$ cat src/sv/hpq_pkg.sv
// Types, constants and the key compare shared by the binary heap priority queue.
`timescale 1ns / 1ps
package hpq_pkg;

  localparam int unsigned Depth = 32;
  localparam int unsigned IdxW  = $clog2(Depth);
  localparam int unsigned CntW  = $clog2(Depth + 1);

  localparam logic [2:0] ActInsert  = 3'd0;
  localparam logic [2:0] ActExtract = 3'd1;
  localparam logic [2:0] ActPeek    = 3'd2;
  localparam logic [2:0] ActRaise   = 3'd3;
  localparam logic [2:0] ActRemove  = 3'd4;
  localparam logic [2:0] ActDrain   = 3'd5;

  localparam logic [2:0] StOk      = 3'd0;
  localparam logic [2:0] StEmpty   = 3'd1;
  localparam logic [2:0] StFull    = 3'd2;
  localparam logic [2:0] StBadIdx  = 3'd3;
  localparam logic [2:0] StNotImpr = 3'd4;

  typedef struct packed {
    logic [2:0]        action;
    logic signed [31:0] key_value;
    logic [4:0]        slot_index;
  } hpq_in_t;

  typedef struct packed {
    logic signed [31:0] result_value;
    logic [2:0]        status;
    logic [5:0]        entry_count;
    logic              last;
  } hpq_out_t;

  // True when key a belongs strictly nearer the root than key b.
  function automatic logic better(input logic max_mode, input logic signed [31:0] a,
                                  input logic signed [31:0] b);
    better = max_mode ? (a > b) : (a < b);
  endfunction

endpackage

$ cat src/sv/binary_heap_priority_queue_unit.sv
// Binary heap priority queue held in one synchronous memory with a sequencer.
// Insert, raise, extract and remove walk the heap one level at a time, so they take longer
// on a deeper heap; peek only reads the root.
// Sort drain runs one extract per key, then emits the keys one at a time, each read from memory first.
// Throughput is one command at a time; the single memory read port sets the pace.
// Reset empties the heap and selects max mode; the receiver cannot stall results.
`timescale 1ns / 1ps
module binary_heap_priority_queue_unit (
  input  logic            clk_i,
  input  logic            rst_ni,
  input  logic            start,
  output logic            busy,
  input  hpq_pkg::hpq_in_t cmd_i,
  input  logic            cfg_we_i,
  input  logic            cfg_wdata_i,
  output logic            result_valid_o,
  output hpq_pkg::hpq_out_t result_o
);

  typedef enum logic [14:0] {
    S_IDLE   = 15'b000000000000001,
    S_TR_A   = 15'b000000000000010,
    S_TR_B   = 15'b000000000000100,
    S_PK     = 15'b000000000001000,
    S_RK     = 15'b000000000010000,
    S_RM_A   = 15'b000000000100000,
    S_RM_B   = 15'b000000001000000,
    S_SU_CHK = 15'b000000010000000,
    S_SU_CMP = 15'b000000100000000,
    S_SD_L   = 15'b000001000000000,
    S_SD_R   = 15'b000010000000000,
    S_SD_CMP = 15'b000100000000000,
    S_DR_NXT = 15'b001000000000000,
    S_EM_RD  = 15'b010000000000000,
    S_EM_OUT = 15'b100000000000000
  } state_e;

  localparam int unsigned IdxW = hpq_pkg::IdxW;
  localparam int unsigned CntW = hpq_pkg::CntW;

  logic signed [31:0] mem [hpq_pkg::Depth];

  state_e                state_q, state_d;
  logic [CntW-1:0]       cnt_q, cnt_d, n_q, n_d;
  logic [IdxW-1:0]       idx_q, idx_d;
  logic signed [31:0]    key_q, key_d, val_q, val_d, lv_q, lv_d, rd_q;
  logic                  rvalid_q, rvalid_d, down_q, down_d, drain_q, drain_d;
  logic                  mode_q;
  hpq_pkg::hpq_out_t     res_q, res_d;
  logic                  res_valid_q, res_valid_d;

  logic                  we;
  logic [IdxW-1:0]       wa, ra;
  logic signed [31:0]    wd;

  logic [CntW-1:0]       lch, rch;
  logic [IdxW-1:0]       par, top_idx;
  logic signed [31:0]    top_val;
  logic                  take;

  assign busy           = (state_q != S_IDLE);
  assign result_valid_o = res_valid_q;
  assign result_o       = res_q;

  assign lch = {idx_q, 1'b1};
  assign rch = lch + CntW'(1);
  assign par = IdxW'((idx_q - IdxW'(1)) >> 1);

  always_comb begin
    top_val = key_q;
    top_idx = idx_q;
    take    = 1'b0;
    if (hpq_pkg::better(mode_q, lv_q, key_q)) begin
      top_val = lv_q;
      top_idx = lch[IdxW-1:0];
      take    = 1'b1;
    end
    if (rvalid_q && hpq_pkg::better(mode_q, rd_q, top_val)) begin
      top_val = rd_q;
      top_idx = rch[IdxW-1:0];
      take    = 1'b1;
    end
  end

  always_comb begin
    state_d     = state_q;
    cnt_d       = cnt_q;
    n_d         = n_q;
    idx_d       = idx_q;
    key_d       = key_q;
    val_d       = val_q;
    lv_d        = lv_q;
    rvalid_d    = rvalid_q;
    down_d      = down_q;
    drain_d     = drain_q;
    res_d       = res_q;
    res_valid_d = 1'b0;
    we          = 1'b0;
    wa          = idx_q;
    wd          = key_q;
    ra          = '0;

    unique case (state_q)
      S_IDLE: begin
        if (start) begin
          val_d   = '0;
          key_d   = cmd_i.key_value;
          idx_d   = cmd_i.slot_index;
          drain_d = 1'b0;
          down_d  = 1'b0;
          res_d   = '{result_value: '0, status: hpq_pkg::StOk, entry_count: cnt_q, last: 1'b1};
          unique case (cmd_i.action) inside
            hpq_pkg::ActInsert: begin
              if (cnt_q == CntW'(hpq_pkg::Depth)) begin
                res_d.status = hpq_pkg::StFull;
                res_valid_d  = 1'b1;
              end else begin
                cnt_d   = cnt_q + CntW'(1);
                idx_d   = cnt_q[IdxW-1:0];
                state_d = S_SU_CHK;
              end
            end
            hpq_pkg::ActExtract, hpq_pkg::ActPeek, hpq_pkg::ActDrain: begin
              if (cnt_q == '0) begin
                res_d.status = hpq_pkg::StEmpty;
                res_valid_d  = 1'b1;
              end else begin
                ra      = '0;
                drain_d = (cmd_i.action == hpq_pkg::ActDrain);
                n_d     = cnt_q;
                state_d = (cmd_i.action == hpq_pkg::ActPeek) ? S_PK : S_TR_A;
              end
            end
            hpq_pkg::ActRaise: begin
              if ({1'b0, cmd_i.slot_index} >= cnt_q) begin
                res_d.status = hpq_pkg::StBadIdx;
                res_valid_d  = 1'b1;
              end else begin
                ra      = cmd_i.slot_index;
                state_d = S_RK;
              end
            end
            hpq_pkg::ActRemove: begin
              if (cnt_q == '0) begin
                res_d.status = hpq_pkg::StEmpty;
                res_valid_d  = 1'b1;
              end else if ({1'b0, cmd_i.slot_index} >= cnt_q) begin
                res_d.status = hpq_pkg::StBadIdx;
                res_valid_d  = 1'b1;
              end else begin
                ra      = cmd_i.slot_index;
                state_d = S_RM_A;
              end
            end
            default: res_valid_d = 1'b1;
          endcase
        end
      end
      S_TR_A: begin
        val_d   = rd_q;
        ra      = IdxW'(cnt_q - CntW'(1));
        cnt_d   = cnt_q - CntW'(1);
        state_d = S_TR_B;
      end
      S_TR_B: begin
        key_d = rd_q;
        idx_d = '0;
        if (drain_q) begin
          we = 1'b1;
          wa = cnt_q[IdxW-1:0];
          wd = val_q;
        end
        state_d = S_SD_L;
      end
      S_PK: begin
        res_d.result_value = rd_q;
        res_valid_d        = 1'b1;
        state_d            = S_IDLE;
      end
      S_RK: begin
        if (hpq_pkg::better(mode_q, key_q, rd_q)) begin
          state_d = S_SU_CHK;
        end else begin
          res_d.status = hpq_pkg::StNotImpr;
          res_valid_d  = 1'b1;
          state_d      = S_IDLE;
        end
      end
      S_RM_A: begin
        val_d   = rd_q;
        ra      = IdxW'(cnt_q - CntW'(1));
        cnt_d   = cnt_q - CntW'(1);
        state_d = S_RM_B;
      end
      S_RM_B: begin
        key_d = rd_q;
        if ({1'b0, idx_q} < cnt_q) begin
          down_d  = 1'b1;
          state_d = S_SU_CHK;
        end else begin
          res_d.result_value = val_q;
          res_d.entry_count  = cnt_q;
          res_valid_d        = 1'b1;
          state_d            = S_IDLE;
        end
      end
      S_SU_CHK: begin
        if (idx_q == '0) begin
          if (down_q) begin
            state_d = S_SD_L;
          end else begin
            we                 = 1'b1;
            res_d.result_value = val_q;
            res_d.entry_count  = cnt_q;
            res_valid_d        = 1'b1;
            state_d            = S_IDLE;
          end
        end else begin
          ra      = par;
          state_d = S_SU_CMP;
        end
      end
      S_SU_CMP: begin
        if (hpq_pkg::better(mode_q, key_q, rd_q)) begin
          we      = 1'b1;
          wd      = rd_q;
          idx_d   = par;
          down_d  = 1'b0;
          state_d = S_SU_CHK;
        end else if (down_q) begin
          state_d = S_SD_L;
        end else begin
          we                 = 1'b1;
          res_d.result_value = val_q;
          res_d.entry_count  = cnt_q;
          res_valid_d        = 1'b1;
          state_d            = S_IDLE;
        end
      end
      S_SD_L: begin
        if (lch >= cnt_q) begin
          we = 1'b1;
          if (drain_q) begin
            state_d = S_DR_NXT;
          end else begin
            res_d.result_value = val_q;
            res_d.entry_count  = cnt_q;
            res_valid_d        = 1'b1;
            state_d            = S_IDLE;
          end
        end else begin
          ra      = lch[IdxW-1:0];
          state_d = S_SD_R;
        end
      end
      S_SD_R: begin
        lv_d     = rd_q;
        rvalid_d = (rch < cnt_q);
        ra       = rch[IdxW-1:0];
        state_d  = S_SD_CMP;
      end
      S_SD_CMP: begin
        we = 1'b1;
        if (take) begin
          wd      = top_val;
          idx_d   = top_idx;
          state_d = S_SD_L;
        end else if (drain_q) begin
          state_d = S_DR_NXT;
        end else begin
          res_d.result_value = val_q;
          res_d.entry_count  = cnt_q;
          res_valid_d        = 1'b1;
          state_d            = S_IDLE;
        end
      end
      S_DR_NXT: begin
        if (cnt_q != '0) begin
          ra      = '0;
          state_d = S_TR_A;
        end else begin
          idx_d   = '0;
          state_d = S_EM_RD;
        end
      end
      S_EM_RD: begin
        ra      = idx_q;
        state_d = S_EM_OUT;
      end
      S_EM_OUT: begin
        res_d.result_value = rd_q;
        res_d.status       = hpq_pkg::StOk;
        res_d.entry_count  = '0;
        res_d.last         = ({1'b0, idx_q} + CntW'(1) == n_q);
        res_valid_d        = 1'b1;
        idx_d              = idx_q + IdxW'(1);
        state_d            = res_d.last ? S_IDLE : S_EM_RD;
      end
      default: state_d = S_IDLE;
    endcase
  end

  always_ff @(posedge clk_i) begin
    if (we) begin
      mem[wa] <= wd;
    end
    rd_q <= mem[ra];
  end

  always_ff @(posedge clk_i or negedge rst_ni) begin
    if (!rst_ni) begin
      state_q     <= S_IDLE;
      cnt_q       <= '0;
      mode_q      <= 1'b1;
      res_valid_q <= 1'b0;
    end else begin
      state_q     <= state_d;
      cnt_q       <= cnt_d;
      res_valid_q <= res_valid_d;
      if (cfg_we_i) begin
        mode_q <= cfg_wdata_i;
      end
    end
  end

  always_ff @(posedge clk_i) begin
    n_q      <= n_d;
    idx_q    <= idx_d;
    key_q    <= key_d;
    val_q    <= val_d;
    lv_q     <= lv_d;
    rvalid_q <= rvalid_d;
    down_q   <= down_d;
    drain_q  <= drain_d;
    res_q    <= res_d;
  end

endmodule

$ cat config.mk
export PLATFORM = sky130hd
export DESIGN_NAME = binary_heap_priority_queue_unit
export DESIGN_NICKNAME = d
export VERILOG_FILES = /design/src/sv/hpq_pkg.sv /design/src/sv/binary_heap_priority_queue_unit.sv
export SDC_FILE = /design/constraint.sdc
export NUM_CORES = 2
export LEC_CHECK = 0
export ABC_AREA = 1
export BUFFER_PORTS_ARGS = -buffer_cell sky130_fd_sc_hd__clkbuf_2
export CAP_MARGIN = 25
export CORE_AREA = 10 10 379 381
export CTS_CLUSTER_DIAMETER = 200
export DETAILED_ROUTE_END_ITERATION = 10
export DIE_AREA = 0 0 389 391
export GPL_ROUTABILITY_DRIVEN = 0
export GPL_TIMING_DRIVEN = 1
export HOLD_SLACK_MARGIN = 0.12
export PLACE_DENSITY = 0.65
export SKIP_LAST_GASP = 1
export SLEW_MARGIN = 20
export SYNTH_ARGS = -nofsm -noshare
export SYNTH_HDL_FRONTEND = slang
export SYNTH_SLANG_ARGS = --single-unit
$ cat constraint.sdc
create_clock -name clk_i -period 6.71 [get_ports clk_i]
set_input_delay 0.3355 -clock clk_i [delete_from_list [all_inputs] [get_ports clk_i]]
set_output_delay 0.3355 -clock clk_i [all_outputs]
set_load 0.02 [all_outputs]
# Word-level counts from Yosys, hierarchy flattened
# Memories as Yosys holds them, arrays and structs flattened. A register that Yosys moved wholly into a read port is not among the register bits.
# Cells that the tools add are included.
[op_classes]
addsub = 6
magnitude_cmp = 10
n_eq_ne = 43
n_mux = 106
n_bitwise = 2
n_reduce_logical = 30
[op_table]
columns = ["operator", "n"]
rows = [
  ["32-bit two-way mux", 14],
  ["32-bit case mux with 7 select lines", 1],
  ["15-bit case mux with 14 select lines", 1],
  ["32-bit case mux with 2 select lines", 2],
  ["15-bit two-way mux", 8],
  ["32-bit > comparator", 3],
  ["32-bit less-than comparator", 3],
  ["32-bit case mux with 3 select lines", 1],
  ["5-bit two-way mux", 14],
  ["6-bit two-way mux", 10],
  ["15-bit case mux with 4 select lines", 1],
  ["5-bit case mux with 6 select lines", 2],
  ["42-bit two-way mux", 1],
  ["6-bit case mux with 7 select lines", 1],
  ["10-bit two-way mux", 3],
  ["14-bit two-way mux", 2],
  ["1-bit two-way mux", 27],
  ["2-bit inequality test, second input constant", 13],
  ["7-bit AND reduction", 3],
  ["3-bit inequality test, second input constant", 6],
  ["8-bit two-way mux", 2],
  ["15-bit by 1-bit == test with 1-bit output, second input constant", 1],
  ["15-bit by 10-bit == test with 1-bit output, second input constant", 1],
  ["15-bit by 11-bit == test with 1-bit output, second input constant", 1],
  ["56 further kinds", 76],
]
[word_totals]
register_bits = 175
mem_bits_rw = 1024
n_memories = 1
[memory_table]
columns = ["name", "words", "word_bits", "rd", "rd_ports_with_merged_regs", "wr", "line_no", "rtl"]
rows = [
  ["mem", 32, 32, 1, 1, 1, "binary_heap_priority_queue_unit.sv:41", "logic signed [31:0] mem [hpq_pkg::Depth];"],
]

# Logic depth before layout (Yosys ltp)
[logic_depth]
word_depth = 9
ltp_mapped = 41
ltp_nobuf = 40

# Least setup slack after synthesis
# Ideal clock, no wire load.
[synth_timing]
kind = "register -> register"
start = "reg key_q[31]"
end = "reg res_q, in the netlist result_o[10] (enable)"
setup_time_ps = 421
t_arrival_ps = 5144
required_time_ps = 6289
slack_ps = 1145
stages_incl_launch_ff = 25
n_path_buf = 1
synth_period_minus_slack_ps = 5565
path_cell_list = "edfxtp_1 -> inv_1 -> ha_1 -> nand2_1 -> nor2_1 -> nand2_1 -> nor3_1 -> nand2_1 -> nand3_1 -> nand3_1 -> nand2_1 -> clkbuf_1 -> nand2_1 -> and2_1 -> ha_1 -> nand2_1 -> nor3_1 -> and3_1 -> nand2_1 -> nand3_1 -> nand3_1 -> nand3_1 -> a21oi_1 -> or2_2 -> nor2_1"
[synth_via]
elab_chain_cells = 9
elab_cells_between_ends = 16
classes_between = "order compare: 6; eq/ne: 2; mux: 6; reduce/logical: 2"
[synth_rtl]
columns = ["item", "line_no", "rtl"]
rows = [
  ["start, declared", "binary_heap_priority_queue_unit.sv:46", "logic signed [31:0] key_q, key_d, val_q, val_d, lv_q, lv_d, rd_q;"],
  ["start signal, assigned", "binary_heap_priority_queue_unit.sv:329", "key_q <= key_d;"],
  ["32-bit less-than comparator / 32-bit > comparator (equally long branches)", "hpq_pkg.sv:38", "better = max_mode ? (a > b) : (a < b);"],
  ["1-bit two-way mux", "hpq_pkg.sv:38", ""],
  ["32-bit two-way mux", "binary_heap_priority_queue_unit.sv:73", "if (hpq_pkg::better(mode_q, lv_q, key_q)) begin"],
  ["32-bit less-than comparator / 32-bit > comparator (equally long branches)", "hpq_pkg.sv:38", ""],
  ["1-bit two-way mux", "hpq_pkg.sv:38", ""],
  ["1-bit logical AND", "binary_heap_priority_queue_unit.sv:78", "if (rvalid_q && hpq_pkg::better(mode_q, rd_q, top_val)) begin"],
  ["1-bit two-way mux", "binary_heap_priority_queue_unit.sv:78", ""],
  ["2-bit inequality test (no source line)", "--", ""],
  ["7-bit AND reduction (no source line) (*)", "--", ""],
  ["end signal, assigned", "binary_heap_priority_queue_unit.sv:335", "res_q <= res_d;"],
  ["end, declared", "binary_heap_priority_queue_unit.sv:49", "hpq_pkg::hpq_out_t res_q, res_d;"],
]
# Every way passes the cells marked *; elsewhere a longest branch is shown, timed or not.
# A chain may end at the register's enable or synchronous reset.

# Final worst setup path
[layout_timing]
start = "reg key_q[15]"
end = "mem mem[7][28] (data pin)"
[layout_via]
elab_chain_cells = 9
elab_cells_between_ends = 17
classes_between = "order compare: 6; mux: 10; reduce/logical: 1"
[layout_rtl]
columns = ["item", "line_no", "rtl"]
rows = [
  ["32-bit less-than comparator / 32-bit > comparator (equally long branches)", "hpq_pkg.sv:38", ""],
  ["1-bit two-way mux", "hpq_pkg.sv:38", ""],
  ["32-bit two-way mux", "binary_heap_priority_queue_unit.sv:73", ""],
  ["32-bit less-than comparator / 32-bit > comparator (equally long branches)", "hpq_pkg.sv:38", ""],
  ["1-bit two-way mux", "hpq_pkg.sv:38", ""],
  ["1-bit logical AND", "binary_heap_priority_queue_unit.sv:78", ""],
  ["32-bit two-way mux / 1-bit two-way mux (equally long branches)", "binary_heap_priority_queue_unit.sv:78", ""],
  ["32-bit two-way mux", "binary_heap_priority_queue_unit.sv:264", "if (take) begin"],
  ["32-bit case mux with 3 select lines (*)", "binary_heap_priority_queue_unit.sv:103", "unique case (state_q)"],
  ["named net wd[28]", "binary_heap_priority_queue_unit.sv:54", "logic signed [31:0] wd;"],
  ["end, declared", "binary_heap_priority_queue_unit.sv:41", ""],
]
# Mark *: on every way through the listed nets, which the timed path passes. The rest lies on a longest branch.

==> impl_metrics.yaml <==
timing:
  worst_slew_pin_slew_ps: 1111
  hold_viol_final: 0
  rsz0062_at_grt: "no"
  finalMaxSlewViolations: 0
  fin_tns_setup_ps: 0
  setup_viol: 0
  max_slew_margin_pct: 25.12
  fin_crit_ps: 6034
  fmax_mhz: 165.7
  fin_crit_sh_pct: 89.92
  fin_skew_ps: 31.04
global_route:
  overflow: 0
  grt_pass1_vias: 45299
  grt_start_max_net_pins: 187
  grt_usage_pct: 24.00
  antenna_found_initial: 5
  grt_pass1_wl_microns: 283400
layout:
  nets: 6489
  fillCellCount: 12069
  stdcell_count: 8220
  drive_gt1_share_pct: 7.690
  final_cell_area_sq_um: 67810
  area_delta_synth_final_pct: 11.43
placed_design:
  dp_cells: 7937
  dpl_cell_area_sq_um: 63260
  hpwl_microns: 105700
  portBuffers: 88
die:
  initial_core_util_pct: 44.65
  core_area_sq_um: 136300
  rows: 136
  die_h_microns: 391
  die-area_sq_um: 152100
  die_w_microns: 389
  ios: 89
critical_path:
  critPathTopFamily: "simple AND/OR/NAND/NOR gates"
  arrival_ps: 6480
  cpMostUsedCell: "nand2_1"
  cpPeakStageDelay_ps: 480
  crit_required_ps: 7160
  cp-start-kind: "flip-flop"
  cp_max_fo: 32
  crit_slowest_cell: "nand2_1"
  path_buf_inv: 4
  worstSetupPathType: "reg -> reg"
  worstSetupEndpointType: "flip-flop"
clocking:
  cts_tree: "done"
  ctsResizeCount: 0
  clk_path_buf_depth: 3
  cts.sinks: 1231
  cts-root-buf: "clkbuf_16"
  cts_made_buffers: 130
  clk_pin_slew_worst_paths_ps: 60
  worstSkewPairLatency_ps: 780
  htreeDepth: 4
route:
  drt-pass1-iter-count: 9
  dr.first_iter.drc_count: 6313
  vias: 47699
  drc_errors: 4
  drt.antenna.violating_nets: 0
  viasPerCell: 5.803
  avgRoutedWirePerCell_microns: 22.83
  drt-total-wl_microns: 187700
synth:
  yosysWarnings: 0
  synth_nets: 6489
  synthCells: 6324
  yosysUniqueCellTypes: 55
  synth_edf_count: 1176
  synth_area_per_cell_sq_um: 9.623
  synth_seq_cells: 1231
  synthArstFlopShare_pct: 1.868
  synth_flop_cell: "edfxtp_1"
  syn_area_sq_um: 60860
  seq_area_frac_synth_pct: 60.03
status:
  outcome: "finished, violations left"
  violations: "DRC"
pwr:
  power_leakage_nw: 28.72
  vdd_ir_drop_max_uv: 304.5
  cellPowerDensity_nw_per_um2: 428.0
run:
  drv_cap: 0
worst_hold_path:
  min_path_type: "in -> async"
-- path summary, 6_finish.rpt --
| kind | from | endpoint | slack [ps] | cells after the start |
|---|---|---|---|---|
| setup / recovery | key_q[15] | mem[7][28] | 680 | 30 |
| hold / removal | rst_ni | state_q[3] | 180 | 2 |
| setup reg to reg | key_q[15] | mem[7][28] | 680 | 30 |
| hold reg to reg | rd_q[0] | lv_q[0] | 470 | 0 |
| max in group asynchronous | rst_ni | cnt_q[2] | 6030 | 2 |
| min in group clk_i | cmd_i[10] | key_q[5] | 440 | 4 |
-- cell usage in the layout, fill, tap and decap left out, types with 23 or more instances in the layout --
cell type / count
dlygate4sd3_1: 48
clkinv_1: 26
nor3_1: 23
ha_1: 120
clkbuf_2: 88
clkbuf_16: 133
edfxtp_1: 1176
nand3_1: 1118
o22ai_1: 37
dfxtp_1: 32
buf_4: 113
nor2_1: 128
nand4_1: 599
and2_1: 31
clkbuf_1: 32
o21ai_0: 105
inv_1: 1241
nor2_4: 35
nand2_1: 1072
a21oi_1: 69
-- worst reg2reg max path, delay by kind of cell, from the launching register on --
family,cells,cell delay [ps]
DFF,1,450
and+or+nand+nor,24,3400
buffers and inverters,4,1220
adders and majority gates,2,600
-- registers in the layout, indices dropped and copies added (netlist names) --
register        cells
cnt_q               6
down_q              1
drain_q             1
idx_q               5
key_q              32
lv_q               32
mem              1024
mode_q              1
n_q                 6
rd_q               32
result_o           42
result_valid_o      1
rvalid_q            1
state_q            15
val_q              32
-- stage by stage --
step                util (%)  hold WS (ps)  setup WS [ps]  power (mW)
global placement       46.36         431.1          904.1       21.66
finish                 49.75         184.5          676.3       29.02
floorplan                  -         39.91           1145       17.77
detailed placement     46.41         437.7          885.0       21.81
CTS                    49.74         161.0          833.6       28.80
global route           49.75         207.6          304.9       30.41
-- power breakdown --
part,total [mW],switching (mW),internal (mW)
sequential,10.8,0.513,10.3
clock,6.99,3.04,3.96
combinational,11.2,8.32,2.91
total,29.0,11.9,17.2
-- synth_stat cells, types with 4 or more instances --
cell type | n | share of area, %
a21oi_1 | 70 | 0.58
a221oi_1 | 5 | 0.072
a31oi_1 | 5 | 0.051
and2_1 | 31 | 0.32
buf_1 | 31 | 0.19
buf_2 | 187 | 1.5
buf_4 | 40 | 0.49
clkbuf_1 | 143 | 0.88
dfrtp_1 | 21 | 0.86
dfxtp_1 | 32 | 1.1
edfxtp_1 | 1176 | 58
ha_1 | 120 | 2.5
inv_1 | 1241 | 7.7
inv_2 | 14 | 0.086
nand2_1 | 1073 | 6.6
nand2_2 | 6 | 0.062
nand3_1 | 1121 | 9.2
nand3_2 | 4 | 0.066
nand4_1 | 599 | 6.2
nor2_1 | 161 | 0.99
nor2_2 | 8 | 0.082
nor3_1 | 25 | 0.21
nor4_1 | 6 | 0.062
o21a_1 | 4 | 0.049
o21ai_0 | 105 | 0.86
o21bai_1 | 4 | 0.049
o22ai_1 | 37 | 0.38
or2_2 | 4 | 0.041
xor2_1 | 12 | 0.17
-- per-layer routing --
metal / track usage (%) / up-vias / part of all wire, %
met5: 0 / - / 0.020
met4: 9.826 / 6 / 3.7
met3: 4.785 / 471 / 10
met2: 37.94 / 2828 / 46
met1: 32.30 / 22868 / 40
li1: - / 21526 / -
-- timing repair --
| item | 4_1_cts | 5_1_grt |
|---|---|---|
| hold endpoints to repair | 67 | 0 |
| setup buffers | 0 | 0 |
| hold buffers | 48 | 0 |
-- kinds of logic (layout without fill, tap and decap cells) --
family / count (synthesis) / count (layout) / share of synthesized area (%)
buffers and inverters: 1659 / 1759 / 10.88
xor gates and xnor gates: 14 / 14 / 0.2015
and+or+nand+nor: 3054 / 3054 / 24.15
adders and majority gates: 120 / 120 / 2.467
other: 0 / 2 / 0
AOI/OAI and AO/OA: 246 / 246 / 2.272
DFF: 1231 / 1231 / 60.03
-- cell type report --
cell class	count	area (sq um)	share of cell area, %
antenna	2	5.005	0.007380
clock buffer	172	3545	5.227
tap	1794	2245	3.310
inverter	1256	4727	6.971
clock inverter	60	508.0	0.7491
multi-input combinational	3434	18040	26.60
sequential	1231	36530	53.87
timing repair buffer	271	2212	3.262
(Power assumes the default switching activity.)
